<file path="src/rtl/r64_pkg.sv">
// Package for the radix-64 text encoder: symbol index types, alphabet constants and lookup.
`default_nettype none

package r64_pkg;

    // Six-bit index into the 64-symbol alphabet.
    typedef logic [5:0] t_sym_idx;

    // Seven-bit ASCII character code.
    typedef logic [6:0] t_ascii;

    // Alphabet segment bounds and base codes.
    localparam t_sym_idx SYM_UPPER_START = 6'd10;
    localparam t_sym_idx SYM_LOWER_START = 6'd36;
    localparam t_sym_idx SYM_PLUS        = 6'd62;
    localparam t_sym_idx SYM_SLASH       = 6'd63;

    localparam t_ascii ASCII_DIGIT_ZERO = 7'h30;
    localparam t_ascii ASCII_UPPER_A    = 7'h41;
    localparam t_ascii ASCII_LOWER_A    = 7'h61;
    localparam t_ascii ASCII_PLUS       = 7'h2B;
    localparam t_ascii ASCII_SLASH      = 7'h2F;

    // Mask that selects the six bits of one character.
    localparam logic [11:0] SIX_BIT_MASK = 12'h03F;

    // Map a symbol index to its ASCII code: digits, upper case, lower case, '+', '/'.
    function automatic t_ascii sym_to_ascii(input t_sym_idx idx);
        t_ascii code;
        if (idx < SYM_UPPER_START) begin
            code = ASCII_DIGIT_ZERO + {1'b0, idx};
        end else if (idx < SYM_LOWER_START) begin
            code = ASCII_UPPER_A + {1'b0, idx - SYM_UPPER_START};
        end else if (idx < SYM_PLUS) begin
            code = ASCII_LOWER_A + {1'b0, idx - SYM_LOWER_START};
        end else if (idx == SYM_PLUS) begin
            code = ASCII_PLUS;
        end else begin
            code = ASCII_SLASH;
        end
        return code;
    endfunction

endpackage

`default_nettype wire

</file>
<file path="src/rtl/r64_if.sv">
// Valid/ready channel interfaces for the byte input and the character output.
`default_nettype none

interface r64_byte_if;
    logic       valid;
    logic       ready;
    logic [7:0] data_byte;
    logic       last_byte;

    modport source (output valid, output data_byte, output last_byte, input ready);
    modport sink   (input valid, input data_byte, input last_byte, output ready);
endinterface

interface r64_char_if;
    logic       valid;
    logic       ready;
    logic [6:0] text_char;
    logic       last_char;

    modport source (output valid, output text_char, output last_char, input ready);
    modport sink   (input valid, input text_char, input last_char, output ready);
endinterface

`default_nettype wire

</file>
<file path="src/rtl/radix64_lsb_text_encoder_top.sv">
// Top level of the radix-64 text encoder: bit packing, symbol pair buffer and output register.
// A byte's first character goes through the symbol pair buffer and the output register, and
// a second one follows it. Throughput: one character per cycle unless the output stalls;
// a byte yielding one character is taken every cycle; a byte yielding two (every last byte,
// and every third) fills the buffer, so the next byte waits until the first has left it.
// The single output register that drains the two-entry symbol buffer sets that rate.
// Reset (i_rst_n low, synchronous) empties both stages and clears the held bits.
`default_nettype none

module radix64_lsb_text_encoder_top (
    input  wire         i_clk,
    input  wire         i_rst_n,
    r64_byte_if.sink    i_byte,
    r64_char_if.source  o_char
);

    // Packing state: up to four held bits and their count (0, 2 or 4).
    logic [3:0]  r_acc,  n_acc;
    logic [2:0]  r_held, n_held;

    // Symbol pair buffer between packing and the output register.
    logic [1:0]          r_a_cnt,   n_a_cnt;
    r64_pkg::t_sym_idx   r_a_sym0,  n_a_sym0;
    r64_pkg::t_sym_idx   r_a_sym1,  n_a_sym1;
    logic                r_a_mark0, n_a_mark0;
    logic                r_a_mark1, n_a_mark1;

    // Output register.
    logic                r_o_valid;
    r64_pkg::t_ascii     r_o_char;
    logic                r_o_last;

    logic        in_accept;
    logic        out_take;
    logic        move;
    logic [11:0] acc_full;
    logic        two_syms;

    // Handshake control: the buffer slot frees when its last symbol moves on.
    assign out_take      = !r_o_valid || o_char.ready;
    assign move          = (r_a_cnt != 2'd0) && out_take;
    assign i_byte.ready  = (r_a_cnt == 2'd0) || ((r_a_cnt == 2'd1) && move);
    assign in_accept     = i_byte.valid && i_byte.ready;

    // Merge the new byte above the held bits, least significant bits first.
    assign acc_full = (({4'b0000, i_byte.data_byte} << r_held) | {8'b0, r_acc})
                      & {r64_pkg::SIX_BIT_MASK[5:0], r64_pkg::SIX_BIT_MASK[5:0]};
    assign two_syms = (r_held == 3'd4) || i_byte.last_byte;

    // Next packing state.
    always_comb begin
        n_acc  = r_acc;
        n_held = r_held;
        if (in_accept) begin
            if (two_syms) begin
                n_acc  = 4'd0;
                n_held = 3'd0;
            end else begin
                n_acc  = acc_full[9:6];
                n_held = r_held + 3'd2;
            end
        end
    end

    // Next buffer contents: load a new pair, or shift the second symbol down.
    always_comb begin
        n_a_cnt   = r_a_cnt;
        n_a_sym0  = r_a_sym0;
        n_a_sym1  = r_a_sym1;
        n_a_mark0 = r_a_mark0;
        n_a_mark1 = r_a_mark1;
        if (in_accept) begin
            n_a_cnt   = two_syms ? 2'd2 : 2'd1;
            n_a_sym0  = acc_full[5:0];
            n_a_sym1  = acc_full[11:6];
            n_a_mark0 = 1'b0;
            n_a_mark1 = i_byte.last_byte;
        end else if (move) begin
            n_a_cnt   = r_a_cnt - 2'd1;
            n_a_sym0  = r_a_sym1;
            n_a_mark0 = r_a_mark1;
        end
    end

    // Control registers.
    always_ff @(posedge i_clk) begin
        if (!i_rst_n) begin
            r_acc     <= 4'd0;
            r_held    <= 3'd0;
            r_a_cnt   <= 2'd0;
            r_o_valid <= 1'b0;
        end else begin
            r_acc   <= n_acc;
            r_held  <= n_held;
            r_a_cnt <= n_a_cnt;
            if (out_take) begin
                r_o_valid <= (r_a_cnt != 2'd0);
            end
        end
    end

    // Payload registers.
    always_ff @(posedge i_clk) begin
        r_a_sym0  <= n_a_sym0;
        r_a_sym1  <= n_a_sym1;
        r_a_mark0 <= n_a_mark0;
        r_a_mark1 <= n_a_mark1;
        if (move) begin
            r_o_char <= r64_pkg::sym_to_ascii(r_a_sym0);
            r_o_last <= r_a_mark0;
        end
    end

    // Output channel.
    assign o_char.valid     = r_o_valid;
    assign o_char.text_char = r_o_char;
    assign o_char.last_char = r_o_last;

    // A last byte always leaves a full pair whose second symbol is marked.
    a_last_pair: assert property (@(posedge i_clk) disable iff (!i_rst_n)
        in_accept && i_byte.last_byte |=> (r_a_cnt == 2'd2) && r_a_mark1)
        else $error("last byte did not load a marked symbol pair");

    // The packing state is clear after a last byte.
    a_last_clears: assert property (@(posedge i_clk) disable iff (!i_rst_n)
        in_accept && i_byte.last_byte |=> (r_held == 3'd0) && (r_acc == 4'd0))
        else $error("packing state not cleared after last byte");

    // The held bit count stays at 0, 2 or 4.
    a_held_range: assert property (@(posedge i_clk) disable iff (!i_rst_n)
        (r_held == 3'd0) || (r_held == 3'd2) || (r_held == 3'd4))
        else $error("held bit count out of range");

    // A full buffer never takes a new item.
    a_full_stall: assert property (@(posedge i_clk) disable iff (!i_rst_n)
        (r_a_cnt == 2'd2) |-> !i_byte.ready)
        else $error("input ready while symbol buffer is full");

endmodule

`default_nettype wire

</file>
<file path="src/flat_wrapper.sv">
// flat-port wrapper written by rule: the top's interface ports become plain ports
module radix64_lsb_text_encoder_top_flat 
  (i_clk, i_rst_n, i_byte_valid, i_byte_data_byte, i_byte_last_byte, i_byte_ready, o_char_valid, o_char_text_char, o_char_last_char, o_char_ready);
  r64_byte_if i_byte_i ();
  r64_char_if o_char_i ();
  input  wire i_clk;
  input  wire i_rst_n;
  input wire logic [$bits(i_byte_i.valid)-1:0] i_byte_valid;
  input wire logic [$bits(i_byte_i.data_byte)-1:0] i_byte_data_byte;
  input wire logic [$bits(i_byte_i.last_byte)-1:0] i_byte_last_byte;
  output wire logic [$bits(i_byte_i.ready)-1:0] i_byte_ready;
  output wire logic [$bits(o_char_i.valid)-1:0] o_char_valid;
  output wire logic [$bits(o_char_i.text_char)-1:0] o_char_text_char;
  output wire logic [$bits(o_char_i.last_char)-1:0] o_char_last_char;
  input wire logic [$bits(o_char_i.ready)-1:0] o_char_ready;
  assign i_byte_i.valid = i_byte_valid;
  assign i_byte_i.data_byte = i_byte_data_byte;
  assign i_byte_i.last_byte = i_byte_last_byte;
  assign i_byte_ready = i_byte_i.ready;
  assign o_char_valid = o_char_i.valid;
  assign o_char_text_char = o_char_i.text_char;
  assign o_char_last_char = o_char_i.last_char;
  assign o_char_i.ready = o_char_ready;
  radix64_lsb_text_encoder_top u_core (.i_clk(i_clk), .i_rst_n(i_rst_n), .i_byte(i_byte_i), .o_char(o_char_i));
endmodule
</file>
<file path="config.mk">
export PLATFORM = sky130hd
export DESIGN_NAME = radix64_lsb_text_encoder_top_flat
export DESIGN_NICKNAME = d
export VERILOG_FILES = /design/src/rtl/r64_pkg.sv /design/src/rtl/r64_if.sv /design/src/rtl/radix64_lsb_text_encoder_top.sv /design/src/flat_wrapper.sv
export SDC_FILE = /design/constraint.sdc
export NUM_CORES = 1
export LEC_CHECK = 0
export BUFFER_PORTS_ARGS = -buffer_cell sky130_fd_sc_hd__buf_2
export CAP_MARGIN = 10
export CORE_MARGIN = 8
export CORE_UTILIZATION = 50
export DETAILED_ROUTE_END_ITERATION = 8
export GPL_TIMING_DRIVEN = 1
export HOLD_SLACK_MARGIN = 0.05
export PLACE_DENSITY = 0.75
export SLEW_MARGIN = 0
export SYNTH_ARGS = -nofsm -noshare
export SYNTH_HDL_FRONTEND = slang
export SYNTH_SLANG_ARGS = --single-unit
</file>
<file path="constraint.sdc">
create_clock -name i_clk -period 2.56 [get_ports i_clk]
set_input_delay 0.768 -clock i_clk [delete_from_list [all_inputs] [get_ports i_clk]]
set_output_delay 0.768 -clock i_clk [all_outputs]
set_load 0.005 [all_outputs]
</file>
==> flow_summary.yaml, run 1 <==
clock_network:
  postCtsHoldBufs: 0
  cts_tree: "yes"
  cts_root_buf: "clkbuf_8"
  cts.sinks: 31
  post_cts_buffers: 0
  cts_resized: 0
  clkLatencyLatePin_ns: 0.28
  cts_buffer_depth: 2
  clk_pin_slew_worst_paths_ns: 0.06
  cts_buffers: 5
  h-tree-depth: 2
sta:
  skew_ns: 0.00581
  fmax_ghz: 0.472
  fin_crit_sh_pct: 82.7
  worstMarginPinSlew_ns: 0.394
  fin_setup_tns_ns: 0
  rsz0062_at_grt: "false"
  setup_viol: 0
  relSlewSlack_pct: 73.7
  setup_ws_ns: 0.443
  slew_viol_final: 0
  finalHoldViolations: 0
  period_minus_slack_ns: 2.12
  holdWs_ns: 0.449
yosys:
  synth_top_cell_by_area: "edfxtp_1"
  synthFlopType: "edfxtp_1"
  synth-edff-count: 21
  syn_inst: 192
  synth.area.top_cells: "edfxtp_1 33%, dfxtp_1 10%, ha_1 10%"
  synthDistinctLibCells: 40
  syn-num-nets: 221
  postSynthAreaPerCell_sq_um: 9.95
  synth_top_area_share_pct: 33.0
  yosys_warnings: 0
  yosys_register_bits: 31
  ys_seq_area_share_pct: 43.5
  async_flop_share_pct: 0
  netlist_area_sq_um: 1910
power_and_ir_drop:
  power_density_nw_per_um2: 1300
  peakVddDrop_mv: 0.499
  p_leak_nw: 0.912
drt:
  viasPerCell: 5.29
  routedWlPerCell_um: 13.5
  drc_errors: 0
  ant_nets: 0
  drt-initial-drc-count: 95
  vias: 1407
  first_pass_iters: 4
  totalWireLength_um: 3590
placement:
  gp_congestion: 0.801
  port_buffers: 22
  dp_hpwl_um: 2720
  dp_worst_setup_slack_ns: 0.422
setup_path:
  crit_fanout: 3
  cp-start-kind: "input pin"
  end_kind: "output pin"
  path_class: "input pin to output pin"
  cp.required_ns: 1.79
  critPathArrivalTime_ns: 1.35
run:
  cap_violations: 0
grt:
  grt_pass1_wl_um: 6080
  grtUsageTotal_pct: 12.2
  grt_pass1_vias: 1380
  gr-total-overflow: 0
  antenna_found_initial: 0
  grt_start_max_net_pins: 23
die:
  dieArea_sq_um: 6060
  dieWidth_um: 77.8
  rows: 22
  ios: 23
  coreArea_sq_um: 3660
  start_util_pct: 52.2
  fp.dieH_um: 77.8
final_layout:
  final_cell_mix: "22 x buf_2, 21 x edfxtp_1, 19 x nand2_1"
  syn2layout_area_growth_pct: 13.1
  drive_gt1_share_pct: 19.7
  nFillCells: 327
  num_antenna_cells: 0
  nets: 246
  layout_commonest_cell: "buf_2"
  multi_input_area_sq_um: 997
  regArea_sq_um: 831
worst_hold_path:
  hold_path_class: "flop to flop"
outcome:
  outcome: "finished clean"
-- critical path: stages --
cell,delay [ns]
buf_2,0.09
nand2b_1,0.15
a21o_1,0.21
buf_2,0.13
-- Yosys cell counts, drive strengths merged (5+ instances only) --
master,number
nor2,14
nand3,10
o21ai,11
and2,5
edfxtp,21
inv,13
xnor2,8
nand2,20
dfxtp,10
ha,16
mux2i,6
a21boi,5
a21oi,9
-- final timing paths --
| path | slack [ns] | cells after the start | start | to |
|---|---|---|---|---|
| worst max register to register | 0.45 | 7 | u_core.r_a_sym0[2] | u_core.o_char.text_char[4] |
| worst max-delay path | 0.44 | 4 | o_char_ready | i_byte_ready |
| worst min register to register | 0.45 | 0 | u_core.r_a_mark0 | u_core.o_char.last_char |
| worst min-delay path | 0.45 | 0 | u_core.r_a_mark0 | u_core.o_char.last_char |
-- registers in the layout (all words and copies together) (netlist names), 2 cells and up --
name and cells:
u_core.o_char.text_char 7, u_core.r_a_cnt 2, u_core.r_a_sym0 6, u_core.r_a_sym1 6, u_core.r_acc 4, u_core.r_held 2
-- area by class of cell --
| type | count | area share (%) |
|---|---|---|
| Sequential cell | 31 | 38.4 |
| Inverter | 13 | 2.26 |
| Timing Repair Buffer | 25 | 6.14 |
| Clock inverter | 1 | 0.232 |
| Tap cell | 48 | 2.78 |
| Multi-Input combinational cell | 141 | 46.1 |
| Clock buffer | 7 | 4.00 |
-- metrics by stage --
step / instances / util, % / instance area (sq um) / total power, mW
detailed placement: 258 / 56.5 / 2070 / 2.42
global placement: 258 / 56.5 / 2070 / 2.38
global route: 266 / 59.0 / 2160 / 3.02
finish: 266 / 59.0 / 2160 / 2.81
CTS: 266 / 59.0 / 2160 / 2.83
floorplan: 192 / - / 1910 / 2.07
-- kinds of logic after synthesis --
logic type                 Yosys count  synth area share [%]
AOI/OAI and AO/OA                   43                  15.3
xor gates and xnor gates            12                  5.50
adders and majority gates           16                  10.5
buffers and inverters               20                  4.32
DFF                                 31                  43.5
muxes                               10                  5.50
and+or+nand+nor                     60                  15.4
-- metal layers --
layer	GRT usage, %	share of wire (%)	up-vias
met1	13.4	44	651
met2	21.1	50	28
li1	-	-	723
met4	4.53	0.98	0
met3	4.38	4.5	5
met5	0	0	-
-- report_power, final --
group / total [mW] / leakage (nW) / switching [mW] / internal, mW
sequential: 0.985 / 0.286 / 0.152 / 0.833
clock: 0.397 / 0.0482 / 0.181 / 0.217
combinational: 1.43 / 0.577 / 0.790 / 0.637
No activity file was read; power rests on OpenSTA's default activity.
==> run 2: changes to the inputs <==
Settings changed: PLACE_DENSITY 0.75 to 0.78.
Clock period 2.56 ns to 1.7 ns, I/O delays scaled along.
==> run 2 against run 1 <==
The run now ends with setup timing left. Sequential share of layout area down 5.1 points. Setup slack worse by 0.50 ns. Worst hold slack worse by 0.016 ns. Global-route usage up 2.0 points. Combinational power up 110%. Clock power up 78%. Count of clock-buffer cells in the layout unchanged. Critical endpoint is now u_core.o_char.text_char[5]. Largest cell class unchanged.
==> flow_summary.yaml, run 2 (synthesis results as in run 1) <==
die:
  fp.dieH_um: 77.8
  dieWidth_um: 77.8
  start_util_pct: 52.2
  rows: 22
  dieArea_sq_um: 6060
  coreArea_sq_um: 3660
  ios: 23
placement:
  gp_congestion: 0.889
  dp_hpwl_um: 3110
  port_buffers: 22
  dpl_cell_area_sq_um: 2300
  dp.cells: 282
power_and_ir_drop:
  p_leak_nw: 1.07
  power_density_nw_per_um2: 2060
  p_total_mw: 5.15
  peakVddDrop_mv: 1.07
sta:
  worstMarginPinSlew_ns: 0.360
  fin_setup_tns_ns: -0.154
  setup_viol: 4
  fmax_ghz: 0.569
  setup_ws_ns: -0.0577
  skew_ns: 0.00397
  rsz0062_at_grt: "true"
  finalHoldViolations: 0
  fin_crit_sh_pct: 103
  slew_viol_final: 0
  period_minus_slack_ns: 1.76
  relSlewSlack_pct: 76.0
drt:
  totalWireLength_um: 4100
  vias: 1533
  routedWlPerCell_um: 13.8
  drt-initial-drc-count: 62
  drc_errors: 0
  ant_nets: 0
  viasPerCell: 5.18
  first_pass_iters: 4
setup_path:
  path_cells: "buf_4, ha_2, a21oi_4, nand2_1, and2_1, a32o_1, a31oi_1"
  crit_fanout: 3
  slowest_delay_ns: 0.45
  cp.required_ns: 1.83
  critPathArrivalTime_ns: 1.89
  critPathSlowestCell: "edfxtp_1"
  cp-start-kind: "flop"
  path_class: "flop to flop"
  end_kind: "flop"
grt:
  grt_pass1_wl_um: 6980
  grt_use_met2_pct: 27.1
  met1_usage_pct: 13.2
  grt_pass1_vias: 1621
  grtUsageTotal_pct: 14.3
  grt.met3_usage_pct: 4.49
  antenna_found_initial: 0
  grt_busiest_layer: "met2"
  gr-total-overflow: 0
  grt_start_max_net_pins: 14
worst_hold_path:
  hold_path_class: "input pin to flop"
clock_network:
  cts_root_buf: "clkbuf_8"
  cts_tree: "yes"
  postCtsHoldBufs: 0
  cts_buffer_depth: 2
  clkLatencyLatePin_ns: 0.29
  cts.sinks: 31
  cts_buffers: 5
  clk_pin_slew_worst_paths_ns: 0.07
  h-tree-depth: 2
final_layout:
  nets: 276
  postLayoutCellArea_sq_um: 2500
  final_util_pct: 68.3
  layout.cells.non_filler: 296
  largest_register_ffs: 7
  nFillCells: 276
  drive_gt1_share_pct: 36.3
  syn2layout_area_growth_pct: 30.9
  num_antenna_cells: 0
  final_cell_mix: "32 x buf_4, 22 x buf_2, 21 x edfxtp_1"
  layout_commonest_cell: "buf_4"
outcome:
  violations: "setup timing"
  outcome: "complete, but fails checks"
run:
  cap_violations: 0
## run 2: worst paths after layout
check | start | end | slack (ns) | depth (start not counted)
worst max-delay path | u_core.r_a_sym0[2] | u_core.o_char.text_char[5] | -0.06 | 7
worst min-delay path | i_byte_last_byte | u_core.r_a_mark1 | 0.43 | 1
worst max register to register | u_core.r_a_sym0[2] | u_core.o_char.text_char[5] | -0.06 | 7
worst min register to register | u_core.r_a_mark0 | u_core.o_char.last_char | 0.45 | 0
## run 2: cell type report
| type | instances | area (sq um) | area share (%) |
|---|---|---|---|
| tap | 48 | 60.1 | 2.40 |
| sequential | 31 | 833 | 33.3 |
| multi-input combinational | 141 | 1070 | 42.9 |
| clock buffer | 7 | 108 | 4.30 |
| timing repair buffer | 55 | 370 | 14.8 |
| inverter | 13 | 51.3 | 2.05 |
| clock inverter | 1 | 5.00 | 0.200 |
## run 2: per-stage QoR
stage / hold slack [ns] / setup WS [ns]
final: 0.433 / -0.0577
after global placement: 0.420 / -0.0773
after CTS: 0.423 / -0.0608
after floorplan: 0.408 / -0.0305
after detailed placement: 0.443 / -0.0840
after global routing: 0.433 / -0.159
## run 2: power breakdown
part / switching, mW / total (mW) / internal [mW]
sequential: 0.160 / 1.42 / 1.26
clock: 0.293 / 0.708 / 0.415
combinational: 1.47 / 3.03 / 1.56
total: 1.92 / 5.15 / 3.23
## run 2: routing by layer
metal / up-vias / share of wire, % / wire length [um]
met5: - / 0 / 0
met3: 11 / 4.5 / 184
met1: 692 / 41 / 1680
met2: 40 / 52 / 2130
met4: 0 / 2.6 / 107
li1: 790 / - / -
## run 2: timing repair
item	CTS	global route
setup buffers	5	1
gates resized for setup	6	7
setup endpoints to repair	4	8
pin swaps	3	1
## run 2: critical path: cells and delay by family (launching register included)
family	cells	cell delay, ns
compound gates	3	0.54
fa+ha+maj	1	0.21
buf+inv	1	0.17
simple gates	2	0.24
flops	1	0.45
==> run 3: changes to the inputs <==
Settings changed: CORE_UTILIZATION 50 to 45, PLACE_DENSITY 0.78 to 0.69.
Clock period 1.7 ns to 2.1 ns, I/O delays scaled along.
==> run 3 against run 2 <==
The flow now finishes without violations. Power decreased by 31%. Register-to-register slack improved by 0.25 ns. Die area increased by 8.8%. Cell count decreased by 7.1%. Largest power group unchanged. Highest routed layer unchanged.
==> flow_summary.yaml, run 3 (synthesis results as in run 1) <==
die:
  dieArea_sq_um: 6590
  start_util_pct: 47.1
  fp.dieH_um: 81.2
  rows: 23
  ios: 23
  dieWidth_um: 81.2
  coreArea_sq_um: 4060
sta:
  fin_crit_sh_pct: 90.9
  rsz0062_at_grt: "false"
  finalHoldViolations: 0
  relSlewSlack_pct: 71.4
  slew_viol_final: 0
  fmax_ghz: 0.524
  fin_setup_tns_ns: 0
  worstMarginPinSlew_ns: 0.428
  skew_ns: 0.00857
  setup_viol: 0
  period_minus_slack_ns: 1.91
setup_path:
  path_cells: "inv_2, ha_1, nor2b_2, nand4bb_1, xnor2_1, mux2i_1, o221ai_1"
  rrSetupSlack_ns: 0.19
  r2r_end: "u_core.o_char.text_char[4]"
  critPathArrivalTime_ns: 1.91
  crit_fanout: 7
  cp.required_ns: 2.11
  r2r_cells: 7
  critPathSlowestCell: "edfxtp_1"
  r2r-start: "u_core.r_a_sym0[2]"
  slowest_delay_ns: 0.40
  cp-start-kind: "flop"
  end_kind: "flop"
  path_class: "flop to flop"
  startpoint: "u_core.r_a_sym0[2]"
power_and_ir_drop:
  power_density_nw_per_um2: 1600
  peakVddDrop_mv: 0.627
  p_leak_nw: 0.952
worst_hold_path:
  min_from: "u_core.r_a_mark0"
  holdPathStages: 0
  hold_path_class: "flop to flop"
  holdPathEnd: "u_core.o_char.last_char"
placement:
  dpl_cell_area_sq_um: 2120
  dp_hpwl_um: 2880
  port_buffers: 22
  gp_congestion: 0.911
final_layout:
  nets: 253
  layout_commonest_cell: "buf_2"
  largest_register_ffs: 7
  final_cell_mix: "22 x buf_2, 21 x edfxtp_1, 19 x nand2_1"
  postLayoutCellArea_sq_um: 2230
  num_antenna_cells: 0
  drive_gt1_share_pct: 22.7
  syn2layout_area_growth_pct: 16.8
clock_network:
  cts_root_buf: "clkbuf_8"
  clkLatencyLatePin_ns: 0.28
  h-tree-depth: 2
  cts_buffers: 5
  clk_pin_slew_worst_paths_ns: 0.07
  postCtsHoldBufs: 0
  cts_tree: "yes"
  cts.sinks: 31
  cts_buffer_depth: 2
drt:
  wirelength_met1_um: 1680
  ant_nets: 0
  dr_wl_met2_um: 1820
  routedWlPerCell_um: 13.3
  drt-initial-drc-count: 55
  routed.top_layer: "met4"
  vias: 1417
  viasPerCell: 5.15
  routed-wl-met3_um: 129
  drc_errors: 0
  first_pass_iters: 4
  totalWireLength_um: 3670
outcome:
  outcome: "finished clean"
grt:
  grt_pass1_vias: 1445
  grt_start_max_net_pins: 15
  grt_pass1_wl_um: 6330
  gr-total-overflow: 0
  antenna_found_initial: 0
  grtUsageTotal_pct: 12.1
run:
  cap_violations: 0
## run 3: critical path: cells and delay by family, from the launching register on
family	cells	cell delay (ns)
mux	1	0.15
buf+inv	1	0.14
flops	1	0.40
xor+xnor	1	0.18
simple gates	2	0.37
fa+ha+maj	1	0.24
compound gates	1	0.14
## run 3: what timing repair did
action,CTS,global route
setup buffers,0,0
endpoints found under the setup margin,0,1
gates resized for setup,0,1
## run 3: layer usage
| metal | vias to the layer above | GRT usage, % |
|---|---|---|
| met2 | 20 | 21.3 |
| met5 | - | 0 |
| li1 | 740 | - |
| met3 | 6 | 2.76 |
| met4 | 0 | 5.36 |
| met1 | 651 | 13.7 |
## run 3: per-stage QoR
stage	std cells	utilization [%]	power, mW	setup WS [ns]	hold WS (ns)
2_1_floorplan	192	-	2.52	0.146	0.408
3_3_place_gp	267	52.4	3.00	0.150	0.415
3_5_place_dp	267	52.4	3.03	0.138	0.422
4_1_cts	275	55.0	3.61	0.126	0.436
5_1_grt	275	55.0	3.89	0.0830	0.460
6_report	275	55.0	3.57	0.192	0.433
## run 3: area by class of cell
class | count | area [sq um]
clock buffer | 5 | 68.8
clock inverter | 3 | 38.8
fill | 370 | 1830
inverter | 13 | 48.8
multi-input combinational | 141 | 997
sequential | 31 | 831
tap | 50 | 62.6
timing repair buffer | 32 | 185
## run 3: how the worst max path moves through the flow
stage / endpoint / slack, ns
after floorplan: u_core.r_a_sym0[0] / 0.15
after global placement: u_core.o_char.text_char[4] / 0.15
after detailed placement: u_core.o_char.text_char[4] / 0.14
after CTS: u_core.o_char.text_char[4] / 0.13
after global routing: u_core.o_char.text_char[4] / 0.08
final: u_core.o_char.text_char[4] / 0.19
## run 3: power breakdown
group	total [mW]	internal, mW	switching (mW)
registers	1.17	1.01	0.153
clock network	0.568	0.347	0.221
logic	1.84	0.840	0.997
total	3.57	2.20	1.37
